$ cat src/hw/rtl/qfe_pkg.sv
`default_nettype none

package qfe_pkg;

  // Channel counts: lanes built versus sample fields on the ports
  localparam int CHANNELS = 2;
  localparam int OUT_CH   = 2;

  // Field and datapath widths
  localparam int SAMPLE_W = 16;
  localparam int LEN_W    = 16;
  localparam int HOLD_W   = 28;
  localparam int CNT_W    = 29;
  localparam int NUM_W    = 2 * LEN_W;
  localparam int PROD_W   = SAMPLE_W + NUM_W;
  localparam int STEP_W   = $clog2(SAMPLE_W);
  localparam int CFG_IDX_W = 2;
  localparam int CFG_DATA_W = HOLD_W;

  localparam logic [LEN_W-1:0] LEN_RESET = LEN_W'(20);
  localparam logic [CNT_W-1:0] COUNT_MAX = '1;

  // Configuration register indexes
  typedef enum logic [CFG_IDX_W-1:0] {
    CFG_FADE_IN  = 2'd0,
    CFG_FADE_LEN = 2'd1,
    CFG_HOLD     = 2'd2
  } cfg_idx_t;

  typedef logic signed [SAMPLE_W-1:0] sample_t;

  // Shared command from the sequencer to every lane
  typedef struct packed {
    logic             start;
    logic [NUM_W-1:0] num;
  } lane_cmd_t;

  // Lane status back to the sequencer
  typedef struct packed {
    logic busy;
    logic done;
  } lane_stat_t;

endpackage

`default_nettype wire

$ cat src/hw/rtl/qfe_lane.sv
`default_nettype none

// One channel lane: |s| * num, restoring divide by den, round half to even.
module qfe_lane (
  input  logic               clk,
  input  logic               rst,
  input  qfe_pkg::lane_cmd_t cmd,
  input  qfe_pkg::sample_t   sample,
  input  logic [qfe_pkg::NUM_W-1:0] den,
  output qfe_pkg::lane_stat_t stat,
  output qfe_pkg::sample_t   result
);
  import qfe_pkg::*;

  typedef enum logic [1:0] {L_IDLE, L_MUL, L_DIV, L_RND} lstate_t;

  lstate_t             state;
  logic                neg;
  logic [SAMPLE_W-1:0] mag;
  logic [NUM_W-1:0]    num;
  logic [NUM_W-1:0]    rem;
  logic [SAMPLE_W-1:0] dvd;
  logic [SAMPLE_W-1:0] quo;
  logic [STEP_W-1:0]   step;
  logic                done;

  logic [SAMPLE_W-1:0] s_bits;
  logic [SAMPLE_W-1:0] mag_in;
  logic [PROD_W-1:0]   prod;
  logic [NUM_W:0]      trial;
  logic [NUM_W:0]      den_x;
  logic                fits;
  logic [NUM_W:0]      trial_sub;
  logic [NUM_W:0]      twice;
  logic                rnd_up;
  logic [SAMPLE_W-1:0] q_rnd;
  logic [SAMPLE_W-1:0] res_bits;

  // Magnitude of the incoming sample; the most negative value maps to 2^15
  assign s_bits = sample;
  assign mag_in = s_bits[SAMPLE_W-1] ? (~s_bits + SAMPLE_W'(1)) : s_bits;

  assign prod = PROD_W'(mag) * PROD_W'(num);

  // Restoring divide step, one quotient bit a cycle
  assign den_x     = {1'b0, den};
  assign trial     = {rem, dvd[SAMPLE_W-1]};
  assign fits      = (trial >= den_x);
  assign trial_sub = trial - den_x;

  // Round half to even on the final remainder
  assign twice    = {rem, 1'b0};
  assign rnd_up   = (twice > den_x) || ((twice == den_x) && quo[0]);
  assign q_rnd    = quo + SAMPLE_W'(rnd_up);
  assign res_bits = neg ? (~q_rnd + SAMPLE_W'(1)) : q_rnd;

  assign stat.busy = (state != L_IDLE);
  assign stat.done = done;

  always_ff @(posedge clk) begin
    if (rst) begin
      state <= L_IDLE;
      done  <= 1'b0;
    end else begin
      done <= 1'b0;
      case (state)
        L_IDLE: begin
          if (cmd.start) begin
            neg   <= s_bits[SAMPLE_W-1];
            mag   <= mag_in;
            num   <= cmd.num;
            state <= L_MUL;
          end
        end
        L_MUL: begin
          // quotient fits 16 bits, so the top of the product is below den
          rem   <= prod[PROD_W-1:SAMPLE_W];
          dvd   <= prod[SAMPLE_W-1:0];
          quo   <= '0;
          step  <= '0;
          state <= L_DIV;
        end
        L_DIV: begin
          rem  <= fits ? trial_sub[NUM_W-1:0] : trial[NUM_W-1:0];
          dvd  <= {dvd[SAMPLE_W-2:0], 1'b0};
          quo  <= {quo[SAMPLE_W-2:0], fits};
          step <= step + STEP_W'(1);
          if (step == STEP_W'(SAMPLE_W - 1)) begin
            state <= L_RND;
          end
        end
        L_RND: begin
          result <= res_bits;
          done   <= 1'b1;
          state  <= L_IDLE;
        end
        default: begin
          state <= L_IDLE;
        end
      endcase
    end
  end

endmodule

`default_nettype wire
$ cat config.mk
export PLATFORM = sky130hd
export DESIGN_NAME = qfe_lane
export DESIGN_NICKNAME = d
export VERILOG_FILES = /design/src/hw/rtl/qfe_pkg.sv /design/src/hw/rtl/qfe_lane.sv
export SDC_FILE = /design/constraint.sdc
export NUM_CORES = 2
export LEC_CHECK = 0
export ABC_AREA = 1
export BUFFER_PORTS_ARGS = -buffer_cell sky130_fd_sc_hd__buf_4
export CORE_MARGIN = 2
export CORE_UTILIZATION = 50
export CTS_BUF_LIST = sky130_fd_sc_hd__clkbuf_16
export DETAILED_ROUTE_END_ITERATION = 6
export PLACE_DENSITY_LB_ADDON = 0.12
export SYNTH_ARGS = -nofsm -noshare
export SYNTH_HDL_FRONTEND = slang
export SYNTH_SLANG_ARGS = --single-unit
$ cat constraint.sdc
create_clock -name clk -period 16.9 [get_ports clk]
set_input_delay 0.845 -clock clk [delete_from_list [all_inputs] [get_ports clk]]
set_output_delay 0.845 -clock clk [all_outputs]
set_load 0.01 [all_outputs]
* Word-level counts from Yosys, hierarchy flattened *
Index checks and enable logic that the tools add are counted.

word-level totals
  flip-flop bits (word level) = 136
  bits of input ports = 83
  output and inout port bits = 18
  word-level logic and storage cells = 49

cells by class
  equality and inequality tests = 7
  $mul = 1
  muxes and demuxes = 11
  add/subtract/negate cells = 5
  reductions and logical operators = 9
  bitwise gates (word level) = 3
  magnitude comparators = 2

operators by type and width
  operator                                                          count
  16-bit one-hot mux with 2 select lines                            2
  32-bit one-hot mux with 2 select lines                            1
  16-bit by 32-bit multiplier with 48-bit output                    1
  33-bit by 32-bit == test with 1-bit output                        1
  33-bit by 32-bit >= comparator with 1-bit output                  1
  33-bit by 32-bit > comparator with 1-bit output                   1
  16-bit by 1-bit adder with 16-bit output (second input constant)  2
  32-bit two-way mux                                                1
  16-bit inverter                                                   2
  32-bit subtractor                                                 1
  16-bit by 1-bit adder with 16-bit output                          1
  16-bit two-way mux                                                1
  15-bit two-way mux                                                1
  2-bit one-hot mux with 4 select lines                             1
  4-bit one-hot mux with 2 select lines                             1
  2-bit AND reduction                                               3
  4-bit by 1-bit adder with 4-bit output (second input constant)    1
  2-bit == test (second input constant)                             2
  4-bit == test (second input constant)                             1
  2-bit two-way mux                                                 2
  2-bit != test (second input constant)                             2
  2-bit nonzero test                                                2
  3-bit AND reduction                                               1
  2-bit by 1-bit == test with 1-bit output (second input constant)  1
  other kinds (5)                                                   5

* Logic depth before layout (Yosys ltp) *
  word-level depth = 7
  depth in mapped cells = 31
  gate-level depth less buffers = 29

* Worst setup path before layout *
No wires, ideal clock.

  kind = register to register
  from = register num[5]
  to = register rem[7], data pin
  cell stages (with the launch flop) = 27
  path buffers = 2
  data arrival time = 5433 ps
  setup time = 256 ps
  path slack = 11211 ps
  path through = edfxtp_1 clkbuf_1 clkbuf_1 nand2_1 fa_1 inv_1 fa_1 inv_1 fa_1 inv_1 fa_1 fa_1 inv_1 fa_1 inv_1 ha_1 nand2_1 inv_1 nand2_1 nand2_1 inv_1 nand3_1 nand2_1 nand2_1 or2_2 nand3_1 o21ai_1

on the way
  longest elaborated chain between the ends = 2

ends and longest elaborated chain
  item                                            line            source
  from (decl)                                     qfe_lane.sv:20  logic [NUM_W-1:0] num;
  from (signal assigned)                          qfe_lane.sv:71  num <= cmd.num;
  16-bit by 32-bit multiplier with 48-bit output  qfe_lane.sv:43  assign prod = PROD_W'(mag) * PROD_W'(num);
  32-bit one-hot mux with 2 select lines          qfe_lane.sv:66  case (state)
  to (signal assigned)                            qfe_lane.sv:77  rem <= prod[PROD_W-1:SAMPLE_W];
  to (signal assigned)                            qfe_lane.sv:84  rem <= fits ? trial_sub[NUM_W-1:0] : trial[NUM_W-1:0];
  to (decl)                                       qfe_lane.sv:21  logic [NUM_W-1:0] rem;

No other way between the ends.
A chain may end at the register's enable or synchronous reset.

* Worst setup path after layout *
  from = register num[21]
  to = register rem[28], data pin

Same word-level chain as after synthesis.

==> out/metrics.cfg <==
[outcome]
outcome=complete, no violations

[finish]
syn2layout_area_growth_pct=6.69
drive_gt1_frac=0.0615
antenna_cells=0
final_cells=4414
finalNetCount=4376

[floorplanning]
initial_core_util=0.508
core_area_um2=52900
num_rows=84
die_area_um2=55600
io_pins=101
die_h_um=236
die_w_um=236

[timing]
finClkSkew_ns=0.0192
fin_crit_ns=6.45
setup-violations-final=0
hold_viol=0
fmax_ghz=0.155
rsz0062_at_grt=false
holdWs_ns=0.521
relSlewSlack=0.390
tightest_slew_ns=0.914
fin_crit_sh=0.381
final_max_slew_viol_count=0
setup_tns_ns=0

[global_route]
grt_pass1_wl_um=118000
grt_max_degree=77
grt_pass1_vias=22573
overflow=0
antenna_found_initial=0
grtUsageTotal=0.270

[setup_path]
crit_path_end_kind=register
worstPathMaxFanout=16
cp_common_cell=fa_1
critPathLaunchType=register
crit_chain=nand2_1 > fa_1 > inv_1 > fa_1 > fa_1 > fa_1 > fa_1 > inv_1 > fa_1 > inv_1 > ha_1 > nand2_1 > nor2_1 > nand2_1 > nor2_1 > nand3_1 > nand3_1 > nand2_1 > nand3_1 > nand2_1
required_ns=17.13
critPathMaxStageDelay_ns=0.88
cpLargestDelayFamily=adder cells
crit_buf_inv=3
crit_type=register to register
arrival_ns=6.68
crit_path_top_delay_cell=edfxtp_1

[job]
cap_violations=0

[yosys]
synth_ff_type=edfxtp_1
synth_edf_count=133
synth.area.top_cells=fa_1 (31%), nand2_1 (17%), edfxtp_1 (15%), inv_1 (14%), ha_1 (7.5%)
yosys.area.top_type=fa_1
avgSynthCellArea_um2=7.24
synth_nets=4370
yosysWarnings=0
ys_seq_elements=136
ys_seq_area_frac=0.151
yosys.cell_types.count=44
yosys.area.top_type_share=0.312
synthArstFlopShare=0
synthCells=3708
syn_area_um2=26900

[place]
place_congestion=0.939
portBuffers=100
dpl.hpwl_um=56800
dp_cells=4383

[clocking]
cts_tree=yes
root_buffer=clkbuf_16
post_cts_buffers=0
clockBufferDepth=2
cts_resized=0
cts_buffers=17
clkTransAtPathRegs_ns=0.07
clk_latency_ns=0.49
ctsHoldBuffers=0
clock-sinks=136
htree_levels=4

[detailed_routing]
ant_nets=0
drc=0
vias_per_cell=4.95
totalWireLength_um=70700
wl_per_cell_um=16.0
first_iter_violations=1536
drt-pass1-iter-count=6
vias=21845

[min_path]
hp-class=register to register

-- tightest hold or removal path, delay by kind of cell, from the launching register on --
family / cells / cell delay, ns
flip-flops: 1 / 0.33
AO/OA/AOI/OAI: 1 / 0.07
buffers and inverters: 1 / 0.08
-- routing by layer --
layer / wire length [um] / part of all wire / up-vias / global-route usage
met5: 0 / 0 / - / 0
met3: 3350 / 0.047 / 86 / 0.0332
met4: 1870 / 0.026 / 0 / 0.0874
li1: - / - / 10763 / -
met2: 34300 / 0.49 / 536 / 0.461
met1: 31100 / 0.44 / 10460 / 0.359
-- kinds of logic after synthesis --
group,Yosys count,share of synthesized area
buffers and inverters,1164,0.165
XOR/XNOR,50,0.0163
AND/OR/NAND/NOR,1643,0.253
AO/OA/AOI/OAI,136,0.0277
flip-flops,136,0.151
adder cells (fa/ha/maj),579,0.387
-- Yosys cell counts, types with 5 or more instances --
library cell	count
a21oi_1	67
and2_1	9
buf_1	6
clkbuf_1	121
edfxtp_1	133
fa_1	419
ha_1	160
inv_1	1022
inv_2	5
nand2_1	1202
nand2_2	13
nand3_1	141
nand3_2	17
nand3b_1	12
nand4_1	41
nor2_1	152
nor2_2	20
nor3_1	16
o21ai_0	32
o21ai_1	13
o21bai_1	14
or2_2	11
xnor2_1	25
xor2_1	25
-- cells in the final DEF (no fill, tap or decap), types with 9 or more instances in the layout --
cell type	count
clkbuf_16	17
nand3b_1	12
a21oi_1	67
nor2_2	20
ha_1	159
edfxtp_1	133
nand4_1	41
and2_1	9
nor3_1	16
xnor2_1	25
o21bai_1	14
fa_1	419
buf_4	123
nand3_1	141
or2_2	11
nand2_2	13
o21ai_1	13
o21ai_0	32
inv_1	1022
nand3_2	17
nor2_1	150
xor2_1	25
nand2_1	1202
-- cell type report --
| type | instances | area, um2 |
|---|---|---|
| multi-input cells | 2408 | 18400 |
| well taps | 688 | 861 |
| clock buffers | 17 | 425 |
| clock inverters | 14 | 143 |
| flip-flops and latches | 136 | 4050 |
| fillers | 5314 | 24200 |
| inverters | 1028 | 3860 |
| repair buffers | 123 | 923 |
-- worst paths after layout --
check	startpoint	to	slack (ns)	cells past startpoint
setup / recovery	num[21]	rem[28]	10.45	20
hold / removal	state[1]	state[1]	0.52	2
setup reg to reg	num[21]	rem[28]	10.45	20
hold reg to reg	state[1]	state[1]	0.52	2
-- metrics by stage --
step	util	worst slack [ns]	instance area [um2]
after floorplan	-	11.21	26900
after global placement	0.531	10.58	28100
final	0.542	10.45	28700
after global routing	0.542	10.12	28700
after CTS	0.542	10.53	28700
after detailed placement	0.531	10.56	28100
-- state kept, by name, indices dropped and copies added, names as in the netlist --
name and count:
num 32, dvd 16, rem 32, done 1
step 4, state 2, quo 16, result 16
neg 1, mag 16
Power is not shown: default switching activity piles up to over one toggle a cycle in this logic, so the estimate is an artifact.
